**config.mk**
```make
export PLATFORM = sky130hd
export DESIGN_NAME = small_prime_trial_division
export DESIGN_NICKNAME = d
export VERILOG_FILES = /design/src/spt_pkg.sv /design/src/spt_div.sv /design/src/spt_dpath.sv /design/src/spt_ctrl.sv /design/src/small_prime_trial_division.sv
export VERILOG_INCLUDE_DIRS = /design/src /design/src/src
export SDC_FILE = /design/constraint.sdc
export NUM_CORES = 2
export LEC_CHECK = 0
export BUFFER_PORTS_ARGS = -buffer_cell sky130_fd_sc_hd__clkbuf_2
export CAP_MARGIN = 10
export CORE_MARGIN = 5
export CORE_UTILIZATION = 44
export CTS_BUF_LIST = sky130_fd_sc_hd__clkbuf_8
export DETAILED_ROUTE_END_ITERATION = 8
export PLACE_DENSITY_LB_ADDON = 0.25
export SYNTH_ARGS = -nofsm -noshare
export SYNTH_HDL_FRONTEND = slang
export SYNTH_SLANG_ARGS = --single-unit
```
**constraint.sdc**
```tcl
create_clock -name clk -period 62 [get_ports clk]
set_input_delay 6.2 -clock clk [delete_from_list [all_inputs] [get_ports clk]]
set_output_delay 6.2 -clock clk [all_outputs]
set_load 0.005 [all_outputs]
```
**src/assert_macros.svh**
```systemverilog
// Assertion helpers shared by the screen's modules.
// Both forms sample on clk and are switched off while rst is high.
`ifndef ASSERT_MACROS_SVH
`define ASSERT_MACROS_SVH

`ifndef SYNTHESIS
`define SPT_ASSERT(label, prop) \
  label: assert property (@(posedge clk) disable iff (rst) prop) \
    else $error("spt: check failed");
`define SPT_ASSERT_IMP(label, ante, cons) \
  `SPT_ASSERT(label, (ante) |-> (cons))
`else
`define SPT_ASSERT(label, prop)
`define SPT_ASSERT_IMP(label, ante, cons)
`endif

`endif

```
**src/spt_pkg.sv**
```systemverilog
package spt_pkg;

  localparam int CAND_W      = 32;
  localparam int DIV_BITS    = 32;
  localparam int DIV_CNT_W   = $clog2(DIV_BITS);
  localparam int FIRST_PRIME = 2;

  // Commands from the sequencer to the datapath.
  typedef struct packed {
    logic clr_write;    // set the mark at the sweep address, advance the sweep
    logic n_init;       // start the sieve at the first prime
    logic mark_read;    // read the mark of n
    logic keep;         // record n in the prime table
    logic strike_init;  // first multiple to strike is 2n
    logic strike;       // clear the mark of the current multiple, step by n
    logic n_adv;        // next sieve number
    logic cand_load;    // latch the magnitude of a request, restart the table walk
    logic tbl_read;     // read the table prime at the walk index
    logic div_start;    // divide the magnitude by the table prime just read
    logic k_adv;        // next table entry
  } spt_cmd_t;

  // Status from the datapath to the sequencer.
  typedef struct packed {
    logic clr_last;
    logic n_last;
    logic mark;
    logic m_in_range;
    logic count_zero;
    logic k_last;
    logic div_done;
    logic div_zero;
  } spt_sts_t;

endpackage

```
**src/spt_div.sv**
```systemverilog
`include "assert_macros.svh"

module spt_div import spt_pkg::*; #(
  parameter int DVW = 10
) (
  input  logic              clk,
  input  logic              rst,
  input  logic              start,
  input  logic [CAND_W-1:0] dividend,
  input  logic [DVW-1:0]    divisor,
  output logic              done,
  output logic              rem_zero
);

  logic                 busy;
  logic [DIV_CNT_W-1:0] cnt;
  logic [CAND_W-1:0]    sh;
  logic [DVW-1:0]       dvs;
  logic [DVW-1:0]       rem;
  logic [DVW:0]         trial;
  logic                 ge;

  // One quotient bit per cycle, restoring form.
  assign trial = {rem, sh[CAND_W-1]};
  assign ge    = trial >= {1'b0, dvs};

  always_ff @(posedge clk) begin
    if (rst) begin
      busy <= 1'b0;
      done <= 1'b0;
    end else begin
      done <= 1'b0;
      if (start) begin
        busy <= 1'b1;
        cnt  <= '0;
        rem  <= '0;
        sh   <= dividend;
        dvs  <= divisor;
      end else if (busy) begin
        rem <= ge ? DVW'(trial - {1'b0, dvs}) : trial[DVW-1:0];
        sh  <= {sh[CAND_W-2:0], 1'b0};
        cnt <= cnt + DIV_CNT_W'(1);
        if (cnt == DIV_CNT_W'(DIV_BITS - 1)) begin
          busy <= 1'b0;
          done <= 1'b1;
        end
      end
    end
  end

  assign rem_zero = rem == '0;

  `SPT_ASSERT_IMP(a_div_no_restart, start, !busy)
  `SPT_ASSERT_IMP(a_div_done_after_busy, done, $past(busy))

endmodule

```
**src/spt_dpath.sv**
```systemverilog
`include "assert_macros.svh"

module spt_dpath import spt_pkg::*; #(
  parameter int SIEVE_LIMIT = 1000,
  parameter int TABLE_DEPTH = 256
) (
  input  logic                     clk,
  input  logic                     rst,
  input  logic signed [CAND_W-1:0] candidate,
  input  spt_cmd_t                 cmd,
  output spt_sts_t                 sts
);

  localparam int AW  = $clog2(SIEVE_LIMIT);
  localparam int MW  = AW + 1;
  localparam int TIW = $clog2(TABLE_DEPTH);
  localparam int CW  = $clog2(TABLE_DEPTH + 1);

  logic              marks [SIEVE_LIMIT];
  logic [AW-1:0]     primes [TABLE_DEPTH];

  logic [AW-1:0]     clr;
  logic [AW-1:0]     n;
  logic [MW-1:0]     m;
  logic              mark_q;
  logic [CW-1:0]     count;
  logic              count_full;
  logic [TIW-1:0]    k;
  logic [AW-1:0]     tbl_q;
  logic [CAND_W-1:0] mag;
  logic [CAND_W-1:0] cand_u;
  logic              div_done;
  logic              div_zero;

  assign cand_u     = candidate;
  assign count_full = count == CW'(TABLE_DEPTH);

  // Sieve bitmap: set by the sweep, struck by the sieve, read one number at a time.
  always_ff @(posedge clk) begin
    if (cmd.clr_write) begin
      marks[clr] <= 1'b1;
    end else if (cmd.strike) begin
      marks[m[AW-1:0]] <= 1'b0;
    end
    if (cmd.mark_read) begin
      mark_q <= marks[n];
    end
  end

  always_ff @(posedge clk) begin
    if (cmd.keep && !count_full) begin
      primes[count[TIW-1:0]] <= n;
    end
    if (cmd.tbl_read) begin
      tbl_q <= primes[k];
    end
  end

  always_ff @(posedge clk) begin
    if (rst) begin
      clr   <= '0;
      count <= '0;
    end else begin
      if (cmd.clr_write) begin
        clr <= clr + AW'(1);
      end
      if (cmd.keep && !count_full) begin
        count <= count + CW'(1);
      end
    end
  end

  always_ff @(posedge clk) begin
    if (cmd.n_init) begin
      n <= AW'(FIRST_PRIME);
    end else if (cmd.n_adv) begin
      n <= n + AW'(1);
    end
    if (cmd.strike_init) begin
      m <= {n, 1'b0};
    end else if (cmd.strike) begin
      m <= m + MW'(n);
    end
    if (cmd.cand_load) begin
      mag <= cand_u[CAND_W-1] ? (~cand_u + CAND_W'(1)) : cand_u;
      k   <= '0;
    end else if (cmd.k_adv) begin
      k <= k + TIW'(1);
    end
  end

  spt_div #(
    .DVW (AW)
  ) u_div (
    .clk      (clk),
    .rst      (rst),
    .start    (cmd.div_start),
    .dividend (mag),
    .divisor  (tbl_q),
    .done     (div_done),
    .rem_zero (div_zero)
  );

  always_comb begin
    sts.clr_last   = clr == AW'(SIEVE_LIMIT - 1);
    sts.n_last     = n == AW'(SIEVE_LIMIT - 1);
    sts.mark       = mark_q;
    sts.m_in_range = m < MW'(SIEVE_LIMIT);
    sts.count_zero = count == '0;
    sts.k_last     = (CW'(k) + CW'(1)) == count;
    sts.div_done   = div_done;
    sts.div_zero   = div_zero;
  end

  `SPT_ASSERT(a_count_bounded, count <= CW'(TABLE_DEPTH))
  `SPT_ASSERT_IMP(a_walk_in_table, cmd.tbl_read, CW'(k) < count)

endmodule

```
**src/spt_ctrl.sv**
```systemverilog
`include "assert_macros.svh"

module spt_ctrl import spt_pkg::*; (
  input  logic     clk,
  input  logic     rst,
  input  logic     candidate_valid,
  output logic     candidate_stall,
  output logic     passes_valid,
  output logic     passes,
  input  logic     passes_stall,
  output spt_cmd_t cmd,
  input  spt_sts_t sts
);

  typedef enum logic [3:0] {
    S_CLEAR,
    S_SV_RD,
    S_SV_CHK,
    S_STRIKE,
    S_IDLE,
    S_TB_RD,
    S_DIV_GO,
    S_DIV_WAIT,
    S_FINISH
  } state_t;

  state_t state;
  logic   verdict;
  logic   take;
  logic   out_load;

  assign candidate_stall = state != S_IDLE;
  assign take            = candidate_valid && !candidate_stall;
  assign out_load        = (state == S_FINISH) && (!passes_valid || !passes_stall);

  always_comb begin
    cmd = '0;
    case (state)
      S_CLEAR: begin
        cmd.clr_write = 1'b1;
        cmd.n_init    = sts.clr_last;
      end
      S_SV_RD: begin
        cmd.mark_read = 1'b1;
      end
      S_SV_CHK: begin
        cmd.keep        = sts.mark;
        cmd.strike_init = sts.mark;
        cmd.n_adv       = !sts.mark && !sts.n_last;
      end
      S_STRIKE: begin
        cmd.strike = sts.m_in_range;
        cmd.n_adv  = !sts.m_in_range && !sts.n_last;
      end
      S_IDLE: begin
        cmd.cand_load = take;
      end
      S_TB_RD: begin
        cmd.tbl_read = 1'b1;
      end
      S_DIV_GO: begin
        cmd.div_start = 1'b1;
      end
      S_DIV_WAIT: begin
        cmd.k_adv = sts.div_done && !sts.div_zero && !sts.k_last;
      end
      default: begin
        cmd = '0;
      end
    endcase
  end

  always_ff @(posedge clk) begin
    if (rst) begin
      state        <= S_CLEAR;
      passes_valid <= 1'b0;
    end else begin
      if (out_load) begin
        passes_valid <= 1'b1;
        passes       <= verdict;
      end else if (passes_valid && !passes_stall) begin
        passes_valid <= 1'b0;
      end
      case (state)
        S_CLEAR: begin
          if (sts.clr_last) state <= S_SV_RD;
        end
        S_SV_RD: begin
          state <= S_SV_CHK;
        end
        S_SV_CHK: begin
          if (sts.mark) begin
            state <= S_STRIKE;
          end else if (sts.n_last) begin
            state <= S_IDLE;
          end else begin
            state <= S_SV_RD;
          end
        end
        S_STRIKE: begin
          if (!sts.m_in_range) state <= sts.n_last ? S_IDLE : S_SV_RD;
        end
        S_IDLE: begin
          if (take) begin
            // an empty table lets everything through
            if (sts.count_zero) begin
              verdict <= 1'b1;
              state   <= S_FINISH;
            end else begin
              state <= S_TB_RD;
            end
          end
        end
        S_TB_RD: begin
          state <= S_DIV_GO;
        end
        S_DIV_GO: begin
          state <= S_DIV_WAIT;
        end
        S_DIV_WAIT: begin
          if (sts.div_done) begin
            if (sts.div_zero) begin
              verdict <= 1'b0;
              state   <= S_FINISH;
            end else if (sts.k_last) begin
              verdict <= 1'b1;
              state   <= S_FINISH;
            end else begin
              state <= S_TB_RD;
            end
          end
        end
        S_FINISH: begin
          // hold the verdict until the output register is free
          if (out_load) state <= S_IDLE;
        end
        default: begin
          state <= S_IDLE;
        end
      endcase
    end
  end

  `SPT_ASSERT_IMP(a_result_from_finish, $rose(passes_valid), $past(state == S_FINISH))
  `SPT_ASSERT_IMP(a_accept_leaves_idle, take, ##1 (state != S_IDLE))

endmodule

```
**src/small_prime_trial_division.sv**
```systemverilog
// Small-prime trial-division screen.
// Request channel: candidate (signed 32 bits) with candidate_valid and
// candidate_stall; a request is taken at a clock edge with valid high and
// stall low. Result channel: passes with passes_valid and passes_stall;
// passes is 1 when no prime below SIEVE_LIMIT divides |candidate|, so zero
// and the small primes themselves come back 0.
// After rst the block sweeps the mark bitmap to all set, then runs the sieve,
// recording each surviving number in the prime table. candidate_stall stays
// high through both passes.
// One request at a time: per table prime, S_TB_RD reads the table, S_DIV_GO
// starts the divider, and S_DIV_WAIT waits while the single bit-serial
// remainder unit runs its 32 shift-subtract steps to done. A candidate that
// no prime divides walks the whole table (168 primes by default); a
// divisible one stops at the first hit.
// The result sits in an output register; while passes_stall is high it
// holds, and the next request is accepted but its verdict waits in S_FINISH.
module small_prime_trial_division import spt_pkg::*; #(
  parameter int SIEVE_LIMIT = 1000,
  parameter int TABLE_DEPTH = 256
) (
  input  logic                     clk,
  input  logic                     rst,
  input  logic signed [CAND_W-1:0] candidate,
  input  logic                     candidate_valid,
  output logic                     candidate_stall,
  output logic                     passes,
  output logic                     passes_valid,
  input  logic                     passes_stall
);

  spt_cmd_t cmd;
  spt_sts_t sts;

  spt_ctrl u_ctrl (
    .clk             (clk),
    .rst             (rst),
    .candidate_valid (candidate_valid),
    .candidate_stall (candidate_stall),
    .passes_valid    (passes_valid),
    .passes          (passes),
    .passes_stall    (passes_stall),
    .cmd             (cmd),
    .sts             (sts)
  );

  spt_dpath #(
    .SIEVE_LIMIT (SIEVE_LIMIT),
    .TABLE_DEPTH (TABLE_DEPTH)
  ) u_dpath (
    .clk       (clk),
    .rst       (rst),
    .candidate (candidate),
    .cmd       (cmd),
    .sts       (sts)
  );

endmodule
```
==> Word-level counts from Yosys, hierarchy flattened <==
Memory sizes are Yosys's and may differ from the RTL's. A register that Yosys moved wholly into a read port is not among the register bits.
Cells that the tools add are included.
{ "totals": {"ram_bits": 3560, "reg_bits": 146, "output_inout_bits": 3, "mem_count": 2, "inputBits": 36} }
{ "classes": {"magnitude_cmp": 2, "n_eq_ne": 21, "muxes": 50, "n_reduce_logical": 32, "addsub": 9, "n_bitwise": 3} }
{ "mem_list": {"columns": ["name", "words", "width", "read_ports", "rd_clocked_by_memory_dff", "wr", "line", "rtl"], "rows": [
  ["u_dpath.primes", 256, 10, 1, 1, 1, "spt_dpath.sv:20", "logic [AW-1:0] primes [TABLE_DEPTH];"],
  ["u_dpath.marks", 1000, 1, 1, 1, 1, "spt_dpath.sv:19", "logic marks [SIEVE_LIMIT];"]
]} }
{ "ops": {"columns": ["operator", "count"], "rows": [
  ["$mux 32", 2],
  ["$mux 4", 9],
  ["$pmux 4 s9", 1],
  ["$add 32x1->32 const B", 1],
  ["$not 32->32", 1],
  ["$mux 31", 1],
  ["$mux 10", 3],
  ["$mux 1", 26],
  ["$mux 11", 2],
  ["$add 10x1->10 const B", 2],
  ["$eq 10x10->1 const B", 2],
  ["$eq 4x3->1 const B", 4],
  ["$add 11x10->11", 1],
  ["$ge 11x10->1", 1],
  ["$lt 11x10->1 const B", 1],
  ["$logic_not 10->1", 1],
  ["$sub 10x10->10", 1],
  ["$add 8x1->9 const B", 1],
  ["$add 9x1->9 const B", 1],
  ["$eq 9x9->1", 1],
  ["$eq 9x9->1 const B", 1],
  ["$logic_not 1->1", 9],
  ["$logic_not 9->1", 1],
  ["$add 8x1->8 const B", 1],
  ["23 further kinds", 43]
]} }

==> Logic depth before layout (Yosys ltp) <==
{ "depth": {"depth_word": 7, "mapped_depth": 13} }

==> Modules after synthesis <==
A second synthesis with hierarchy kept.
{ "hier_totals": {"hier_cells": 7767, "area_unflattened_um2": 149808.7} }
{ "by_module_without_submodules": {"columns": ["mod", "area_each_um2", "seq_area_each_um2", "cells_per_inst", "instances"], "rows": [
  ["spt_dpath", 146236.5, 109254.8, 7473, 1],
  ["spt_div", 2987.9, 1751.7, 220, 1],
  ["spt_ctrl", 584.3, 160.2, 74, 1]
]} }

==> Least setup slack after synthesis <==
No wires, ideal clock.
{ "synth_path": {"path_kind": "reg2reg", "startpoint": "register u_ctrl.state[3]", "endpoint": "register u_dpath.m[10], enable pin", "path_slack_ns": 40.642, "setup_ns": 1.312, "period_less_slack_ns": 21.358, "path_stages_with_launch": 8, "required_ns": 60.688, "arrival_ns": 20.046, "cell_sequence": "dfxtp_1 > clkbuf_1 > nand2b_1 > nor3_1 > o31a_1 > inv_2 > clkbuf_1 > nand2_1"} }
{ "synth_via": {"elab_chain_cells": 3, "word_cells_on_any_way": 5} }
{ "synth_lines": {"columns": ["item", "line", "rtl"], "rows": [
  ["from (decl)", "spt_ctrl.sv:27", "state_t state;"],
  ["from (signal assigned)", "spt_ctrl.sv:101", "if (!sts.m_in_range) state <= sts.n_last ? S_IDLE : S_SV_RD;"],
  ["$eq 4x2->1", "spt_ctrl.sv:38", "case (state)"],
  ["$mux 1 or $mux 2 (tied branches)", "spt_ctrl.sv:38", null],
  ["$reduce_bool 2->1 (no line) (*)", null, null],
  ["to (signal assigned)", "spt_dpath.sv:80", "m <= {n, 1'b0};"],
  ["to (signal assigned)", "spt_dpath.sv:82", "m <= m + MW'(n);"],
  ["to (decl)", "spt_dpath.sv:24", "logic [MW-1:0] m;"]
]} }
Every way passes the cells marked *; elsewhere a longest branch is shown, timed or not.
A chain may end at the register's enable or synchronous reset.

==> Final worst setup path <==
{ "layout_path": {"startpoint": "register u_ctrl.state[2]", "endpoint": "output candidate_stall"} }
{ "layout_via": {"elab_chain_cells": 1} }
{ "layout_lines": {"columns": ["item", "line", "rtl"], "rows": [
  ["$ne 4x3->1", "spt_ctrl.sv:32", "assign candidate_stall = state != S_IDLE;"],
  ["to (decl)", "small_prime_trial_division.sv:25", "output logic candidate_stall,"]
]} }
Every way passes these cells.

==> out/metrics.yaml <==
outcome:
  outcome: "completed"
synthesis:
  synth_edf_count: 3672
  synth_area_um2: 149000
  synth_nets: 7821
  synth.area.top_cells: "edfxtp_1, mux4_2, nor2_1, clkbuf_1, nand2_1"
  ys_warn_count: 0
  ys_top_cells_by_count: "edfxtp_1, nor2_1, mux4_2, clkbuf_1, nand2_1"
  yosysTopAreaCell: "edfxtp_1"
  async_flop_share_pct: 0
  ys.flop_type: "edfxtp_1"
  seq_area_frac_synth_pct: 74.4
  syn_inst: 7753
  ys_seq_elements: 3717
  synth_most_common_cell: "edfxtp_1"
  synth_top_area_share_pct: 73.8
  syn_avg_cell_area_um2: 19.3
  synth_cell_types: 64
cts:
  clk_latency_ps: 1180
  htree_levels: 6
  cts_buffers: 609
  clk_path_buf_depth: 4
  cts_root_buf: "clkbuf_8"
  clk_pin_slew_ps: 60
  cts_setup_buffers: 0
  hold_buffers: 0
  ctsResizeCount: 0
  cts.sinks: 3717
  cts_tree: "built"
sta:
  fin_crit_sh_pct: 14.0
  hold_viol: 0
  layout_min_cycle_time_ps: 8650
  rsz0062_at_grt: "false"
  tightest_slew_ps: 1290
  report.final.slew_viol_count: 0
  max_freq_mhz: 116
  finClkSkew_ps: 126
  tns_ps: 0
  setup_violations: 0
  slew_headroom_pct: 12.8
pwr:
  p_per_area_nw_per_um2: 30.2
  p_leak_uw: 0.0498
  ir_worst_vdd_uv: 20.7
cells_and_area:
  synthToLayoutAreaGrowth_pct: 11.1
  stdcell_area_um2: 166000
  fillers: 27900
  drive_above_1_share_pct: 25.4
  regArea_um2: 111000
  multiInputGateArea_um2: 36100
  layout.nets: 8152
floorplan:
  rows: 214
  die_x_um: 593
  coreArea_um2: 339000
  start_util_pct: 44.1
  design.die.area_um2: 351000
  die_h_um: 593
  num_io_pins: 39
placement:
  place_congestion: 0.804
  placed_cell_area_um2: 155000
  io_buffer_count: 38
  hpwl_mm: 212
routing:
  finalWirelength_mm: 385
  drc_errors: 0
  route.vias.total: 77300
  viasPerCell: 5.90
  drt_first_pass_iters: 5
  first_iter_violations: 8959
  ant_nets: 0
  post_drt_wl_per_cell_um: 29.4
global_route:
  grt_antenna_before_repair: 19
  grt_pass1_vias: 78300
  grt_use_total_pct: 21.7
  grt_remaining_overflow: 0
  grt_max_degree: 297
  grt_pass1_wl_mm: 555
worst_setup_path:
  required_ps: 55800
  start_kind: "register"
  path_max_fanout: 12
  arrival_ps: 2450
  cp-end-kind: "output pin"
  crit_type: "reg2out"
min_path:
  hold_path_class: "reg2reg"
run:
  maxCapViolCount: 0
==> metal layers <==
| metal | part of all wire, % | wire length, um | global-route usage [%] |
|---|---|---|---|
| met5 | 0.0068 | 26 | 0 |
| met4 | 2.9 | 11300 | 6.28 |
| met3 | 8.8 | 34000 | 4.65 |
| met2 | 47 | 181000 | 33.9 |
| met1 | 41 | 158000 | 31.0 |
==> state kept, by name (all words and copies together) (netlist names), 11 cells and up <==
| name | count |
|---|---|
| u_dpath.primes | 2560 |
| u_dpath.marks | 1000 |
| u_dpath.mag | 32 |
| u_dpath.u_div.sh | 32 |
| u_dpath.m | 11 |
==> stage by stage <==
stage          instances  hold WS, ps  power [uW]  worst slack, ps  utilization [%]
2_1_floorplan       7753          400        3030            40640                -
3_3_place_gp       12000          402        3130            52480             45.7
3_5_place_dp       12000          409        3130            52500             45.8
4_1_cts            13100          393        5060            53260             48.9
5_1_grt            13100          401        5190            53120             49.0
6_report           13100          398        5010            53350             49.0
==> layout by cell type, fill, tap and decap left out, types with 24 or more instances in the layout <==
cell / netlist / routed
edfxtp_1: 3672 / 3672
nor2_1: 1358 / 1345
mux4_2: 1069 / 1069
clkbuf_8: 0 / 617
nand2_1: 275 / 239
inv_1: 33 / 237
buf_4: 25 / 214
clkinv_1: 0 / 160
mux2i_1: 67 / 67
o21ai_0: 63 / 63
a21oi_1: 60 / 59
a22oi_1: 56 / 56
xnor2_1: 55 / 55
clkinv_2: 0 / 44
nand3_1: 52 / 39
clkbuf_2: 0 / 38
nor2b_1: 35 / 33
nand2_2: 0 / 30
ha_1: 30 / 30
dfxtp_1: 45 / 29
nor3_1: 26 / 26
xor2_1: 25 / 25
mux2_2: 24 / 24
==> cells by family (layout without fill, tap and decap cells) <==
| logic type | after synthesis | in the layout | synth area share (%) |
|---|---|---|---|
| compound gates | 324 | 324 | 1.46 |
| xor+xnor | 80 | 80 | 0.469 |
| fa+ha+maj | 32 | 32 | 0.278 |
| buf+inv | 585 | 1385 | 1.66 |
| flops | 3717 | 3717 | 74.4 |
| mux | 1160 | 1160 | 16.7 |
| other cells | 0 | 7 | 0 |
| simple gates | 1855 | 1855 | 4.99 |
==> final timing paths <==
kind | from | to | slack [ps] | cells past startpoint
min reg2reg | u_dpath.tbl_q[3] | u_dpath.u_div.dvs[3] | 400 | 0
max reg2reg | u_dpath.n[0] | u_dpath.mark_q | 55510 | 11
max | u_ctrl.state[2] | candidate_stall | 53350 | 3
min | u_dpath.tbl_q[3] | u_dpath.u_div.dvs[3] | 400 | 0
==> power by group <==
group          leakage (uW)  internal (uW)  total [uW]  switching, uW
Combinational        0.0112            149         333            184
Sequential           0.0324           2730        2740           15.0
Clock               0.00625            949        1930            982
==> worst max-delay path, cell delays in order, from the launching register on <==
cell	delay, ps
dfxtp_1	530
nor2b_1	330
nand2_1	190
clkbuf_2	240
==> final cells by class <==
class | count | area share [%]
Timing Repair Buffer | 270 | 1.25
Sequential cell | 3717 | 67.0
Clock buffer | 617 | 5.12
Inverter | 35 | 0.0837
Tap cell | 4536 | 3.42
Clock inverter | 463 | 1.37
Antenna cell | 7 | 0.0106
Multi-Input combinational cell | 3451 | 21.7
Note: power is estimated with default switching activity, not from simulation.
